==> config.mk <==
export PLATFORM = sky130hd
export DESIGN_NAME = sensor_spike_stuck_absent_check_flat
export DESIGN_NICKNAME = d
export VERILOG_FILES = /design/src/design/ssac_pkg.sv /design/src/design/ssac_req_if.sv /design/src/design/ssac_rsp_if.sv /design/src/design/sensor_spike_stuck_absent_check.sv /design/src/design/ssac_ram.sv /design/src/design/ssac_csr.sv /design/src/design/ssac_seq.sv /design/src/flat_wrapper.sv
export SDC_FILE = /design/constraint.sdc
export NUM_CORES = 2
export LEC_CHECK = 0
export BUFFER_PORTS_ARGS = -buffer_cell sky130_fd_sc_hd__clkbuf_2
export CAP_MARGIN = 0
export CORE_MARGIN = 2
export CORE_UTILIZATION = 50
export DETAILED_ROUTE_END_ITERATION = 6
export PLACE_DENSITY = 0.68
export SYNTH_ARGS = -nofsm -noshare
export SYNTH_HDL_FRONTEND = slang
export SYNTH_SLANG_ARGS = --single-unit
==> constraint.sdc <==
create_clock -name clock -period 5.55 [get_ports clock]
set_input_delay 1.11 -clock clock [delete_from_list [all_inputs] [get_ports clock]]
set_output_delay 1.11 -clock clock [all_outputs]
set_load 0.05 [all_outputs]
==> src/design/ssac_pkg.sv <==
// ssac_pkg: shared sizes, types and register codes of the sensor spike/stuck/absent checker.
// Used by every module of the block except the generic RAM.
package ssac_pkg;

   localparam int SLOTS      = 8;
   localparam int WINDOW     = 8;
   localparam int VALUE_BITS = 16;

   localparam int SLOT_FW  = 3;                               // slot field width
   localparam int SLOT_AW  = (SLOTS > 1) ? $clog2(SLOTS) : 1;
   localparam int WIN_AW   = $clog2(WINDOW);
   localparam int FILL_W   = $clog2(WINDOW + 1);
   localparam int WRAM_AW  = $clog2(SLOTS * WINDOW);
   localparam int TIME_W   = 32;
   localparam int LIMIT_W  = 15;
   localparam int CSR_IW   = 3;
   localparam int CSR_DW   = 32;

   typedef logic signed [VALUE_BITS-1:0] value_type;

   typedef enum logic [CSR_IW-1:0] {
      CSR_SLOT_COUNT = 3'd0,
      CSR_SPIKE_TEMP = 3'd1,
      CSR_SPIKE_HUM  = 3'd2,
      CSR_HUM_MASK   = 3'd3,
      CSR_EPSILON    = 3'd4,
      CSR_TIMEOUT    = 3'd5
   } csr_index_type;

   typedef struct packed {
      logic [3:0]         slot_count;
      logic [LIMIT_W-1:0] spike_limit_temp;
      logic [LIMIT_W-1:0] spike_limit_hum;
      logic [7:0]         humidity_slot_mask;
      logic [LIMIT_W-1:0] change_epsilon;
      logic [TIME_W-1:0]  stuck_timeout;
   } cfg_type;

   localparam cfg_type CFG_RESET = '{
      slot_count:         4'd0,
      spike_limit_temp:   15'd200,
      spike_limit_hum:    15'd1000,
      humidity_slot_mask: 8'd0,
      change_epsilon:     15'd1,
      stuck_timeout:      32'd3600
   };

   typedef struct packed {
      logic               operation;
      logic [SLOT_FW-1:0] slot;
      value_type          sample;
      logic [TIME_W-1:0]  now_seconds;
      logic               time_valid;
   } item_type;

   localparam logic OP_READING   = 1'b0;
   localparam logic OP_NO_ANSWER = 1'b1;

   // per-slot record kept in the slot RAM
   typedef struct packed {
      logic [WIN_AW-1:0] pos;
      logic [FILL_W-1:0] fill;
      value_type         held;
      logic [TIME_W-1:0] ctime;
      logic              seen;
      logic              spike;
      logic              stuck;
      logic              absent;
   } slot_rec_type;

   typedef struct packed {
      logic      state_changed;
      logic      reliable;
      value_type passed_value;
      logic      spike_flag;
      logic      stuck_flag;
      logic      absent_flag;
   } result_type;

   typedef enum logic [1:0] {
      ST_IDLE,
      ST_SLOT,
      ST_SCAN,
      ST_EVAL
   } seq_state_type;

   function automatic logic [WRAM_AW-1:0] win_addr(input logic [SLOT_FW-1:0] slot,
                                                   input logic [WIN_AW-1:0] idx);
      win_addr = WRAM_AW'(int'(slot) * WINDOW + int'(idx));
   endfunction

endpackage

==> src/design/ssac_req_if.sv <==
// ssac_req_if: request channel (valid/ready plus one input word).
// Depends on ssac_pkg for the value type.
interface ssac_req_if import ssac_pkg::*; ();
   logic               valid;
   logic               ready;
   logic               operation;
   logic [SLOT_FW-1:0] slot;
   value_type          sample;
   logic [TIME_W-1:0]  now_seconds;
   logic               time_valid;

   modport source (output valid, operation, slot, sample, now_seconds, time_valid,
                   input ready);
   modport sink   (input valid, operation, slot, sample, now_seconds, time_valid,
                   output ready);
endinterface

==> src/design/ssac_rsp_if.sv <==
// ssac_rsp_if: result channel (valid/ready plus one result word).
// Depends on ssac_pkg for the value type.
interface ssac_rsp_if import ssac_pkg::*; ();
   logic      valid;
   logic      ready;
   logic      state_changed;
   logic      reliable;
   value_type passed_value;
   logic      spike_flag;
   logic      stuck_flag;
   logic      absent_flag;

   modport source (output valid, state_changed, reliable, passed_value, spike_flag,
                   stuck_flag, absent_flag, input ready);
   modport sink   (input valid, state_changed, reliable, passed_value, spike_flag,
                   stuck_flag, absent_flag, output ready);
endinterface

==> src/design/sensor_spike_stuck_absent_check.sv <==
// sensor_spike_stuck_absent_check: top level of the sensor spike/stuck/absent checker.
// Depends on ssac_pkg, ssac_req_if, ssac_rsp_if, ssac_csr, ssac_seq.
//
//  channel  | dir | handshake            | word
//  ---------+-----+----------------------+-----------------------------------------------
//  req_ch   | in  | valid/ready          | operation, slot, sample, now_seconds, time_valid
//  rsp_ch   | out | valid/ready          | state_changed, reliable, passed_value, flags
//  csr_*    | in  | csr_we, no back-off  | csr_index, csr_wdata (write only)
//
// Flow: one word in flight. A reading that fills its slot's window goes through accept,
//   slot RAM read, a window RAM scan over all WINDOW entries and evaluate; other in-use
//   words skip the scan, out-of-use slots also skip the slot RAM read. The window scan
//   runs through the single window RAM read port.
// Reset: synchronous, active high; slot records read as zero until first written
//   (per-slot valid bits), so no clearing pass is needed.
// Stalls: the result sits in an output register; the next word is accepted while it
//   waits, and processing holds in the evaluate step until the register frees up.
module sensor_spike_stuck_absent_check import ssac_pkg::*; (
   input  logic              clock,
   input  logic              reset,
   ssac_req_if.sink          req_ch,
   ssac_rsp_if.source        rsp_ch,
   input  logic              csr_we,
   input  logic [CSR_IW-1:0] csr_index,
   input  logic [CSR_DW-1:0] csr_wdata
);

   cfg_type cfg;

   // configuration registers; the user must write them only while the block is idle, the block does not enforce it
   ssac_csr u_csr (
      .clock     (clock),
      .reset     (reset),
      .csr_we    (csr_we),
      .csr_index (csr_index),
      .csr_wdata (csr_wdata),
      .cfg       (cfg)
   );

   // sequencer: slot RAM read-modify-write, window RAM push and min/max scan
   ssac_seq u_seq (
      .clock (clock),
      .reset (reset),
      .cfg   (cfg),
      .req   (req_ch),
      .rsp   (rsp_ch)
   );

endmodule

==> src/design/ssac_ram.sv <==
// ssac_ram: generic simple dual-port RAM, one write and one registered read port.
// No dependencies.
module ssac_ram #(
   parameter int WIDTH = 8,
   parameter int DEPTH = 16,
   localparam int AW = (DEPTH > 1) ? $clog2(DEPTH) : 1
) (
   input  logic             clock,
   input  logic             we,
   input  logic [AW-1:0]    waddr,
   input  logic [WIDTH-1:0] wdata,
   input  logic             re,
   input  logic [AW-1:0]    raddr,
   output logic [WIDTH-1:0] rdata
);

   logic [WIDTH-1:0] mem_ff [DEPTH];
   logic [WIDTH-1:0] rdata_ff;

   always_ff @(posedge clock) begin
      if (we) begin
         mem_ff[waddr] <= wdata;
      end
      if (re) begin
         rdata_ff <= mem_ff[raddr];
      end
   end

   assign rdata = rdata_ff;

endmodule

==> src/design/ssac_csr.sv <==
// ssac_csr: configuration register file, write-only.
// Depends on ssac_pkg (cfg_type, register codes, reset values).
module ssac_csr import ssac_pkg::*; (
   input  logic              clock,
   input  logic              reset,
   input  logic              csr_we,
   input  logic [CSR_IW-1:0] csr_index,
   input  logic [CSR_DW-1:0] csr_wdata,
   output cfg_type           cfg
);

   cfg_type cfg_ff, cfg_in;

   always_comb begin
      cfg_in = cfg_ff;
      if (csr_we) begin
         unique case (csr_index)
            CSR_SLOT_COUNT: cfg_in.slot_count         = csr_wdata[3:0];
            CSR_SPIKE_TEMP: cfg_in.spike_limit_temp   = csr_wdata[LIMIT_W-1:0];
            CSR_SPIKE_HUM:  cfg_in.spike_limit_hum    = csr_wdata[LIMIT_W-1:0];
            CSR_HUM_MASK:   cfg_in.humidity_slot_mask = csr_wdata[7:0];
            CSR_EPSILON:    cfg_in.change_epsilon     = csr_wdata[LIMIT_W-1:0];
            CSR_TIMEOUT:    cfg_in.stuck_timeout      = csr_wdata[TIME_W-1:0];
            default:        cfg_in = cfg_ff;          // unmapped index
         endcase
      end
   end

   always_ff @(posedge clock) begin
      if (reset) begin
         cfg_ff <= CFG_RESET;
      end else begin
         cfg_ff <= cfg_in;
      end
   end

   assign cfg = cfg_ff;

endmodule

==> src/design/ssac_seq.sv <==
// ssac_seq: sequencer and datapath around the slot RAM and the window RAM.
// Depends on ssac_pkg, ssac_ram, ssac_req_if, ssac_rsp_if.
module ssac_seq import ssac_pkg::*; (
   input  logic    clock,
   input  logic    reset,
   input  cfg_type cfg,
   ssac_req_if.sink   req,
   ssac_rsp_if.source rsp
);

   localparam int SLOT_RW = $bits(slot_rec_type);

   seq_state_type state_ff, state_in;
   item_type      item_ff, item_in;
   logic          in_use_ff, in_use_in;
   slot_rec_type  rec_ff, rec_in;
   logic          chg_ff, chg_in;
   logic          clk_ok_ff, clk_ok_in;
   logic [TIME_W-1:0] elapsed_ff, elapsed_in;
   logic [FILL_W-1:0] scan_cnt_ff, scan_cnt_in;
   value_type     lo_ff, lo_in, hi_ff, hi_in;
   logic [SLOTS-1:0] slot_vld_ff, slot_vld_in;
   logic          rsp_valid_ff, rsp_valid_in;
   result_type    rsp_ff, rsp_in;

   // RAM ports
   logic               sram_we, sram_re;
   logic [SLOT_AW-1:0] sram_waddr, sram_raddr;
   logic [SLOT_RW-1:0] sram_rdata;
   slot_rec_type       sram_wdata;
   logic               wram_we, wram_re;
   logic [WRAM_AW-1:0] wram_waddr, wram_raddr;
   value_type          wram_rdata;

   // combinational helpers
   logic               accept;
   logic [SLOT_AW-1:0] slot_addr;
   slot_rec_type       rd_rec, new_rec;
   logic [FILL_W-1:0]  fill_rd_next, fill_ev_next;
   logic               full_rd, full_ev;
   logic signed [VALUE_BITS:0] diff;
   logic [VALUE_BITS:0]        abs_diff;
   logic [TIME_W:0]            elapsed_wide;
   logic [VALUE_BITS:0]        spread;
   logic [LIMIT_W-1:0]         limit;
   logic               reliable;
   logic               out_free;
   logic               rsp_load;
   result_type         result;

   ssac_ram #(.WIDTH(SLOT_RW), .DEPTH(SLOTS)) u_slot_ram (
      .clock (clock),
      .we    (sram_we),
      .waddr (sram_waddr),
      .wdata (sram_wdata),
      .re    (sram_re),
      .raddr (sram_raddr),
      .rdata (sram_rdata)
   );

   ssac_ram #(.WIDTH(VALUE_BITS), .DEPTH(SLOTS * WINDOW)) u_win_ram (
      .clock (clock),
      .we    (wram_we),
      .waddr (wram_waddr),
      .wdata (item_ff.sample),
      .re    (wram_re),
      .raddr (wram_raddr),
      .rdata (wram_rdata)
   );

   assign accept    = req.valid && req.ready;
   assign slot_addr = SLOT_AW'(item_ff.slot);
   assign out_free  = !rsp_valid_ff || rsp.ready;

   // record as read; never-written slots read as the reset record
   assign rd_rec = slot_vld_ff[slot_addr] ? slot_rec_type'(sram_rdata) : '0;

   assign fill_rd_next = (rd_rec.fill < FILL_W'(WINDOW)) ? rd_rec.fill + 1'b1 : rd_rec.fill;
   assign full_rd      = (fill_rd_next == FILL_W'(WINDOW));
   assign fill_ev_next = (rec_ff.fill < FILL_W'(WINDOW)) ? rec_ff.fill + 1'b1 : rec_ff.fill;
   assign full_ev      = (fill_ev_next == FILL_W'(WINDOW));

   assign diff     = {item_ff.sample[VALUE_BITS-1], item_ff.sample}
                   - {rd_rec.held[VALUE_BITS-1], rd_rec.held};
   assign abs_diff = diff[VALUE_BITS] ? (VALUE_BITS+1)'(-diff) : (VALUE_BITS+1)'(diff);
   assign elapsed_wide = {1'b0, item_ff.now_seconds} - {1'b0, rd_rec.ctime};

   assign spread = {hi_ff[VALUE_BITS-1], hi_ff} - {lo_ff[VALUE_BITS-1], lo_ff};
   assign limit  = cfg.humidity_slot_mask[item_ff.slot] ? cfg.spike_limit_hum
                                                        : cfg.spike_limit_temp;

   // updated record and result, from registered state only
   always_comb begin
      new_rec = rec_ff;
      if (item_ff.operation == OP_NO_ANSWER) begin
         new_rec.absent = 1'b1;
      end else begin
         new_rec.absent = 1'b0;
         new_rec.pos    = (rec_ff.pos == WIN_AW'(WINDOW - 1)) ? '0 : rec_ff.pos + 1'b1;
         new_rec.fill   = fill_ev_next;
         new_rec.spike  = full_ev && (spread > (VALUE_BITS+1)'(limit));
         if (item_ff.time_valid) begin
            if (chg_ff) begin
               new_rec.held  = item_ff.sample;
               new_rec.ctime = item_ff.now_seconds;
               new_rec.seen  = 1'b1;
               new_rec.stuck = 1'b0;
            end else if (clk_ok_ff && (elapsed_ff >= cfg.stuck_timeout)) begin
               new_rec.stuck = 1'b1;
            end
         end
      end
      reliable = (item_ff.operation == OP_READING) && !new_rec.spike && !new_rec.stuck;

      result = '0;
      if (in_use_ff) begin
         result.state_changed = (new_rec.spike != rec_ff.spike)
                             || (new_rec.stuck != rec_ff.stuck)
                             || (new_rec.absent != rec_ff.absent);
         result.reliable      = reliable;
         result.passed_value  = reliable ? item_ff.sample : '0;
         result.spike_flag    = new_rec.spike;
         result.stuck_flag    = new_rec.stuck;
         result.absent_flag   = new_rec.absent;
      end
   end

   // next state and RAM control
   always_comb begin
      state_in     = state_ff;
      item_in      = item_ff;
      in_use_in    = in_use_ff;
      rec_in       = rec_ff;
      chg_in       = chg_ff;
      clk_ok_in    = clk_ok_ff;
      elapsed_in   = elapsed_ff;
      scan_cnt_in  = scan_cnt_ff;
      lo_in        = lo_ff;
      hi_in        = hi_ff;
      slot_vld_in  = slot_vld_ff;
      rsp_in       = rsp_ff;
      rsp_load     = 1'b0;
      req.ready    = 1'b0;
      sram_re      = 1'b0;
      sram_raddr   = SLOT_AW'(req.slot);
      sram_we      = 1'b0;
      sram_waddr   = slot_addr;
      sram_wdata   = new_rec;
      wram_we      = 1'b0;
      wram_waddr   = win_addr(item_ff.slot, rd_rec.pos);
      wram_re      = 1'b0;
      wram_raddr   = win_addr(item_ff.slot, scan_cnt_ff[WIN_AW-1:0]);

      unique case (state_ff)
         ST_IDLE: begin
            req.ready = 1'b1;
            if (accept) begin
               item_in   = '{operation:   req.operation,
                             slot:        req.slot,
                             sample:      req.sample,
                             now_seconds: req.now_seconds,
                             time_valid:  req.time_valid};
               in_use_in = (4'(req.slot) < cfg.slot_count) && (int'(req.slot) < SLOTS);
               sram_re   = 1'b1;
               state_in  = in_use_in ? ST_SLOT : ST_EVAL;
            end
         end
         ST_SLOT: begin
            rec_in      = rd_rec;
            chg_in      = !rd_rec.seen
                       || (abs_diff >= (VALUE_BITS+1)'(cfg.change_epsilon));
            clk_ok_in   = !elapsed_wide[TIME_W];
            elapsed_in  = elapsed_wide[TIME_W-1:0];
            scan_cnt_in = '0;
            if (item_ff.operation == OP_READING) begin
               wram_we  = 1'b1;
               state_in = full_rd ? ST_SCAN : ST_EVAL;
            end else begin
               state_in = ST_EVAL;
            end
         end
         ST_SCAN: begin
            // read entry cnt, fold in entry cnt-1
            wram_re = (scan_cnt_ff < FILL_W'(WINDOW));
            if (scan_cnt_ff == FILL_W'(1)) begin
               lo_in = wram_rdata;
               hi_in = wram_rdata;
            end else if (scan_cnt_ff != '0) begin
               lo_in = (wram_rdata < lo_ff) ? wram_rdata : lo_ff;
               hi_in = (wram_rdata > hi_ff) ? wram_rdata : hi_ff;
            end
            scan_cnt_in = scan_cnt_ff + 1'b1;
            if (scan_cnt_ff == FILL_W'(WINDOW)) begin
               state_in = ST_EVAL;
            end
         end
         ST_EVAL: begin
            if (out_free) begin
               rsp_load = 1'b1;
               rsp_in   = result;
               if (in_use_ff) begin
                  sram_we                = 1'b1;
                  slot_vld_in[slot_addr] = 1'b1;
               end
               state_in = ST_IDLE;
            end
         end
         default: state_in = ST_IDLE;
      endcase

      rsp_valid_in = rsp_load ? 1'b1 : (rsp.ready ? 1'b0 : rsp_valid_ff);
   end

   always_ff @(posedge clock) begin
      if (reset) begin
         state_ff     <= ST_IDLE;
         slot_vld_ff  <= '0;
         rsp_valid_ff <= 1'b0;
         scan_cnt_ff  <= '0;
         in_use_ff    <= 1'b0;
      end else begin
         state_ff     <= state_in;
         slot_vld_ff  <= slot_vld_in;
         rsp_valid_ff <= rsp_valid_in;
         scan_cnt_ff  <= scan_cnt_in;
         in_use_ff    <= in_use_in;
      end
   end

   always_ff @(posedge clock) begin
      item_ff    <= item_in;
      rec_ff     <= rec_in;
      chg_ff     <= chg_in;
      clk_ok_ff  <= clk_ok_in;
      elapsed_ff <= elapsed_in;
      lo_ff      <= lo_in;
      hi_ff      <= hi_in;
      rsp_ff     <= rsp_in;
   end

   assign rsp.valid         = rsp_valid_ff;
   assign rsp.state_changed = rsp_ff.state_changed;
   assign rsp.reliable      = rsp_ff.reliable;
   assign rsp.passed_value  = rsp_ff.passed_value;
   assign rsp.spike_flag    = rsp_ff.spike_flag;
   assign rsp.stuck_flag    = rsp_ff.stuck_flag;
   assign rsp.absent_flag   = rsp_ff.absent_flag;

   a_accept_to_work: assert property (@(posedge clock) disable iff (reset)
      accept |=> (state_ff == ST_SLOT || state_ff == ST_EVAL))
      else $error("accepted word did not start processing");

   a_scan_bound: assert property (@(posedge clock) disable iff (reset)
      (state_ff == ST_SCAN) |-> (scan_cnt_ff <= FILL_W'(WINDOW)))
      else $error("window scan ran past the window");

   a_writeback_with_result: assert property (@(posedge clock) disable iff (reset)
      sram_we |=> (state_ff == ST_IDLE && rsp.valid))
      else $error("slot write-back without a result word");

   a_unused_slot_zero: assert property (@(posedge clock) disable iff (reset)
      (rsp_load && !in_use_ff) |=> (!rsp.state_changed && !rsp.reliable
         && rsp.passed_value == '0 && !rsp.spike_flag && !rsp.stuck_flag
         && !rsp.absent_flag))
      else $error("out-of-use slot gave a nonzero result");

   a_no_scan_write: assert property (@(posedge clock) disable iff (reset)
      (state_ff == ST_SCAN) |-> !sram_we && !wram_we)
      else $error("RAM write during window scan");

endmodule

==> src/flat_wrapper.sv <==
// flat-port wrapper written by rule: the top's interface ports become plain ports
module sensor_spike_stuck_absent_check_flat import ssac_pkg::*;
  (clock, reset, csr_we, csr_index, csr_wdata, req_ch_valid, req_ch_operation, req_ch_slot, req_ch_sample, req_ch_now_seconds, req_ch_time_valid, req_ch_ready, rsp_ch_valid, rsp_ch_state_changed, rsp_ch_reliable, rsp_ch_passed_value, rsp_ch_spike_flag, rsp_ch_stuck_flag, rsp_ch_absent_flag, rsp_ch_ready);
  ssac_req_if req_ch_i ();
  ssac_rsp_if rsp_ch_i ();
  input  logic clock;
  input  logic reset;
  input  logic csr_we;
  input  logic [CSR_IW-1:0] csr_index;
  input  logic [CSR_DW-1:0] csr_wdata;
  input wire logic [$bits(req_ch_i.valid)-1:0] req_ch_valid;
  input wire logic [$bits(req_ch_i.operation)-1:0] req_ch_operation;
  input wire logic [$bits(req_ch_i.slot)-1:0] req_ch_slot;
  input wire logic [$bits(req_ch_i.sample)-1:0] req_ch_sample;
  input wire logic [$bits(req_ch_i.now_seconds)-1:0] req_ch_now_seconds;
  input wire logic [$bits(req_ch_i.time_valid)-1:0] req_ch_time_valid;
  output wire logic [$bits(req_ch_i.ready)-1:0] req_ch_ready;
  output wire logic [$bits(rsp_ch_i.valid)-1:0] rsp_ch_valid;
  output wire logic [$bits(rsp_ch_i.state_changed)-1:0] rsp_ch_state_changed;
  output wire logic [$bits(rsp_ch_i.reliable)-1:0] rsp_ch_reliable;
  output wire logic [$bits(rsp_ch_i.passed_value)-1:0] rsp_ch_passed_value;
  output wire logic [$bits(rsp_ch_i.spike_flag)-1:0] rsp_ch_spike_flag;
  output wire logic [$bits(rsp_ch_i.stuck_flag)-1:0] rsp_ch_stuck_flag;
  output wire logic [$bits(rsp_ch_i.absent_flag)-1:0] rsp_ch_absent_flag;
  input wire logic [$bits(rsp_ch_i.ready)-1:0] rsp_ch_ready;
  assign req_ch_i.valid = req_ch_valid;
  assign req_ch_i.operation = req_ch_operation;
  assign req_ch_i.slot = req_ch_slot;
  assign req_ch_i.sample = req_ch_sample;
  assign req_ch_i.now_seconds = req_ch_now_seconds;
  assign req_ch_i.time_valid = req_ch_time_valid;
  assign req_ch_ready = req_ch_i.ready;
  assign rsp_ch_valid = rsp_ch_i.valid;
  assign rsp_ch_state_changed = rsp_ch_i.state_changed;
  assign rsp_ch_reliable = rsp_ch_i.reliable;
  assign rsp_ch_passed_value = rsp_ch_i.passed_value;
  assign rsp_ch_spike_flag = rsp_ch_i.spike_flag;
  assign rsp_ch_stuck_flag = rsp_ch_i.stuck_flag;
  assign rsp_ch_absent_flag = rsp_ch_i.absent_flag;
  assign rsp_ch_i.ready = rsp_ch_ready;
  sensor_spike_stuck_absent_check u_core (.clock(clock), .reset(reset), .req_ch(req_ch_i), .rsp_ch(rsp_ch_i), .csr_we(csr_we), .csr_index(csr_index), .csr_wdata(csr_wdata));
endmodule
After elaboration in Yosys (flattened, before gate mapping)
Memories as Yosys holds them, arrays and structs flattened. A register that Yosys moved wholly into a read port is not among the register bits.
Cells that the tools add are included.
Cells by class
  $add $sub $neg: 10
  order comparisons: 11
  equality and inequality tests: 19
  mux-type cells: 50
  bitwise gates (word level): 2
  reduce and logical (&&, ||, !) cells: 36
Operators by type and width (number)
  2-to-1 mux 49 bit: 2
  2-to-1 mux 16 bit: 6
  2-to-1 mux 59 bit: 1
  2-to-1 mux 58 bit: 1
  subtractor 16 x 16 -> 17 bit: 2
  subtractor 32 x 32 -> 33 bit: 1
  >= comparator 32 bit: 1
  2-to-1 mux 1 bit: 26
  AND reduction 2 bit: 9
  >= comparator 17 x 15 -> 1 bit: 1
  greater-than comparator 17 x 15 -> 1 bit: 1
  2-to-1 mux 17 bit: 1
  negation 17 bit: 1
  greater-than comparator 16 bit: 1
  less-than comparator 16 bit: 1
  2-to-1 mux 15 bit: 1
  adder 4 x 1 -> 4 bit, second input constant: 3
  adder 6 x 3 -> 6 bit: 2
  equality test 4 bit, second input constant: 3
  less-than comparator 4 bit, second input constant: 3
  AND reduction 3 bit: 4
  nonzero test 2 bit: 5
  equality test 3 bit, second input constant: 3
  2-to-1 mux 2 bit: 4
  25 further kinds: 45
Word-level totals
  register bits after elaboration: 304
  bits in writable memories: 1496
  input port bits: 93
  output and inout port bits: 23
  logic and storage cells: 165
  memories kept: 2
Memories
  u_core.u_seq.u_win_ram.mem_ff: depth 64, width 16, rd ports 1, clocked after Yosys merged registers in 1, wr ports 1, line ssac_ram.sv:17  | logic [WIDTH-1:0] mem_ff [DEPTH];
  u_core.u_seq.u_slot_ram.mem_ff: depth 8, width 59, rd ports 1, clocked after Yosys merged registers in 1, wr ports 1, line ssac_ram.sv:17

Longest topological paths before layout
  depth after elaboration: 10
  gate-level depth with buffers: 28
  depth with buffers taken out: 25

Modules after synthesis
Synthesis repeated with hierarchy kept, for this count alone.
Second synthesis, totals
  cells, all modules: 4267
  area total of the unflattened synthesis: 77524.4 um^2
By module, submodules not included
  ssac_ram at u_core.u_seq.u_win_ram: times used 1, cells an instance 1829, area an instance 40202.3 um^2, sequential area each 31230.0 um^2
  ssac_ram at u_core.u_seq.u_slot_ram: times used 1, cells an instance 754, area an instance 19518.7 um^2, sequential area each 15945.3 um^2
  ssac_seq: times used 1, cells an instance 1334, area an instance 14108.5 um^2, sequential area each 6296.0 um^2
  ssac_csr: times used 1, cells an instance 350, area an instance 3694.8 um^2, sequential area each 1781.7 um^2

Worst setup path before layout
No wires, ideal clock.
  kind: input to register
  start point: input rsp_ch_ready
  end point: memory u_core.u_seq.u_slot_ram.mem_ff[6][0] (netlist name), enable pin
  library setup time: 0.478 ns
  data arrival time: 5.136 ns
  data required time: 5.072 ns
  slack: -0.063 ns
  stages on the path: 4
  buffers on the path: 0
  path through: nor2b_1 -> nor2b_1 -> nand2_1 -> nor2_1
On the way
  longest elaborated chain between the ends: 5
RTL lines
  start, declared: line flat_wrapper.sv:25  | input wire logic [$bits(rsp_ch_i.ready)-1:0] rsp_ch_ready;
  logical OR 1 bit: line ssac_seq.sv:73  | assign out_free = !rsp_valid_ff || rsp.ready;
  2-to-1 mux 1 bit: line ssac_seq.sv:198  | if (out_free) begin
  2-to-1 mux 1 bit: line ssac_seq.sv:154  | unique case (state_ff)
  2-to-1 mux 1 bit: line ssac_ram.sv:21  | if (we) begin
  2-to-1 mux 1 bit (implied by the code): line ssac_ram.sv:22  | mem_ff[waddr] <= wdata;
  end, declared: line ssac_ram.sv:17
No other way between the ends.

==> impl_metrics.py <==
metrics = {
    "run_status": {
        "outcome": "finished clean",
    },
    "sta": {
        "setup_tns_ps": 0,
        "worst_pin_slew_ps": 1190,
        "rsz0062_at_grt": "true",
        "fin_crit_sh": 0.970,
        "setup_viol": 0,
        "maxSlewHeadroom": 0.206,
        "min_period_ps": 5390,
        "final-hold-violation-count": 0,
        "timing.fmax_mhz": 186,
        "setup_ws_ps": 165,
        "slew_violations": 0,
        "fin_skew_ps": 35.2,
    },
    "setup_path": {
        "crit_type": "flop to flop",
        "critPathArrivalTime_ps": 5930,
        "required_ps": 6100,
        "end_kind": "flop",
        "critPathMaxFanout": 4,
        "start_kind": "flop",
    },
    "logic_synthesis": {
        "synth.area.top_cells": "edfxtp_1 70%, mux4_2 12%, ha_1 2.8%, dfxtp_1 2.8%, mux2_2 1.6%",
        "ys.flop_type": "edfxtp_1",
        "synth-edff-count": 1770,
        "async_reset_ff_frac": 0,
        "ys_top_cells_by_count": "1,770 x edfxtp_1, 403 x mux4_2, 289 x nand2_1",
        "yosysMostFrequentCell": "edfxtp_1",
        "synth_area_leader_cell": "edfxtp_1",
        "netlist_area_mm2": 0.0763,
        "synthesis.instances": 4152,
        "yosysUniqueCellTypes": 77,
        "avgSynthCellArea_um2": 18.4,
        "synthesis.nets": 4419,
        "yosys_warnings": 0,
        "netlist.area_leader.share": 0.697,
        "synth_seq_cells": 1875,
        "seq_area_frac_synth": 0.724,
    },
    "worst_hold_path": {
        "hold_class": "primary input to flop",
    },
    "power": {
        "peakVddDrop_uv": 279,
        "power-per-cell-area_mw_per_mm2": 404,
        "p_leak_nw": 28.4,
        "total_power_w": 0.0349,
    },
    "floorplan": {
        "dieArea_mm2": 0.156,
        "core-area_mm2": 0.152,
        "io_pins": 116,
        "start_util": 0.503,
        "die_y_um": 395,
        "die-width_um": 395,
        "fp-row-count": 143,
    },
    "cts": {
        "cts.sinks": 1875,
        "cts_max_level": 4,
        "cts_buffers": 185,
        "clk_pin_slew_ps": 60,
        "clock_latency_ps": 840,
        "clockRootBuffer": "clkbuf_16",
        "cts_hold_buf": 0,
        "clk_path_buf_depth": 3,
        "cts_tree": "yes",
    },
    "finish": {
        "fin_area_mm2": 0.0864,
        "final_cells": 6638,
        "syn_to_final_growth_pct": 13.3,
        "fillerInstances": 11517,
        "drive_gt1_frac": 0.241,
        "nets": 4717,
    },
    "drt": {
        "drt_wl_total_mm": 181,
        "drt_iter0_drc": 4290,
        "wl_per_cell_um": 27.3,
        "dr.pass1.iters": 6,
        "vias_per_cell": 5.98,
        "drc_errors": 0,
        "ant_nets": 0,
        "vias": 39702,
    },
    "global_route": {
        "grt_max_degree": 71,
        "track_usage": 0.233,
        "grt-ovfl-total": 0,
        "grt_first_pass_wirelength_mm": 266,
        "grt_pass1_vias": 39650,
        "antenna_found_initial": 9,
    },
    "run": {
        "drv_cap": 0,
    },
    "placed_design": {
        "place_area_mm2": 0.0803,
        "dp.cells": 6283,
        "port_buffers": 115,
        "gp_congestion": 0.892,
        "pre_cts_slack_ps": 69.4,
        "dp_hpwl_mm": 107,
    },
}
-- power breakdown --
| group | total (W) | switching [W] | leakage [nW] | internal, W |
|---|---|---|---|---|
| clock network | 0.0122 | 0.00540 | 2.85 | 0.00677 |
| logic | 0.00541 | 0.00340 | 8.64 | 0.00200 |
| registers | 0.0173 | 0.000393 | 16.9 | 0.0169 |
| total | 0.0349 | 0.00920 | 28.4 | 0.0257 |
-- worst max-delay path, stage by stage, from the launching register on --
cell	delay, ps
edfxtp_1	480
mux2i_1	180
nor2_2	140
a21oi_2	60
o221ai_4	320
and2_4	240
ha_4	130
inv_2	40
fa_2	390
a211oi_4	290
o21ai_2	110
a31oi_2	190
o311ai_1	110
a21oi_1	190
nor2b_1	80
o41a_1	500
mux2_4	340
ha_4	210
nor2b_1	120
o21a_1	160
o21ai_1	140
a21oi_1	80
o211ai_1	190
a41oi_1	130
o21ai_1	150
o2111ai_1	130
-- sequential cells by signal (all words and copies together), names as in the netlist, 2 cells and up --
name,flops
u_core.u_seq.u_slot_ram.mem_ff,472
u_core.u_seq.item_ff,50
u_core.u_csr.cfg,89
u_core.u_seq.rsp.passed_value,16
u_core.u_seq.lo_ff,16
u_core.u_seq.u_slot_ram.rdata,59
u_core.u_seq.elapsed_ff,32
u_core.u_seq.scan_cnt_ff,4
u_core.u_seq.state_ff,2
u_core.u_seq.u_win_ram.rdata,16
u_core.u_seq.rec_ff,59
u_core.u_seq.slot_vld_ff,8
u_core.u_seq.slot_addr,3
u_core.u_seq.u_win_ram.mem_ff,1024
u_core.u_seq.hi_ff,16
-- worst paths after layout --
kind                                           startpoint                        to  cells after the start  slack [ps]
worst min-delay path               req_ch_now_seconds[24]  u_core.u_seq.item_ff[25]                      1         450
worst max-delay path            u_core.u_seq.slot_addr[1]       u_core.u_seq.chg_ff                     25         160
worst min register to register        u_core.u_csr.cfg[8]       u_core.u_csr.cfg[8]                      2         450
worst max register to register  u_core.u_seq.slot_addr[1]       u_core.u_seq.chg_ff                     25         160
-- layout make-up --
cell class	instances	area, µm²	area share
Antenna cell	4	10.0	0.000116
Clock buffer	221	4790	0.0554
Clock inverter	120	1100	0.0128
Inverter	166	623	0.00721
Multi-Input combinational cell	1942	20000	0.231
Sequential cell	1875	55300	0.639
Tap cell	2030	2540	0.0294
Timing Repair Buffer	280	2100	0.0243
-- cells by family after synthesis --
| group | Yosys count | synth area share |
|---|---|---|
| AO/OA/AOI/OAI | 391 | 0.0324 |
| AND/OR/NAND/NOR | 706 | 0.0425 |
| adder cells (fa/ha/maj) | 174 | 0.0288 |
| flip-flops | 1875 | 0.724 |
| XOR/XNOR | 61 | 0.00710 |
| buffers and inverters | 335 | 0.0169 |
| multiplexers | 610 | 0.148 |
-- cell usage in the layout, fill, tap and decap left out, types with 12 or more instances in the layout --
cell	count
edfxtp_1	1770
mux4_2	403
nand2_1	287
clkbuf_16	186
nor2_1	167
inv_1	164
ha_1	164
buf_4	144
a21oi_1	143
clkbuf_2	111
mux2_2	107
dfxtp_1	102
mux2i_1	98
o21ai_0	52
clkinv_1	44
a21o_1	39
and2_1	37
o22ai_1	36
clkbuf_1	35
clkinv_2	34
xnor2_1	33
nor3_1	32
nand3_1	32
xor2_1	27
nor2b_1	25
nand2b_1	23
o21a_1	20
buf_12	20
nand3b_1	17
a211oi_1	14
and3_1	13
or3_1	12
bufinv_16	12
-- stage by stage --
step           utilization  hold WS, ps
2_1_floorplan            -          433
3_3_place_gp         0.529          441
3_5_place_dp         0.529          447
4_1_cts              0.568          380
5_1_grt              0.570          402
6_report             0.570          446
-- routing by layer --
layer	GRT usage	up-vias	wire length [µm]
met5	0	-	38
li1	-	17092	-
met2	0.359	1583	84300
met1	0.342	20766	77100
met4	0.0645	6	4470
met3	0.0461	255	15300
-- repair_timing --
action                     in CTS  in global routing
setup endpoints to repair       0                  1
buffers inserted                0                 10
gates resized for setup         0                 39
Note: power is estimated with default switching activity, not from simulation.
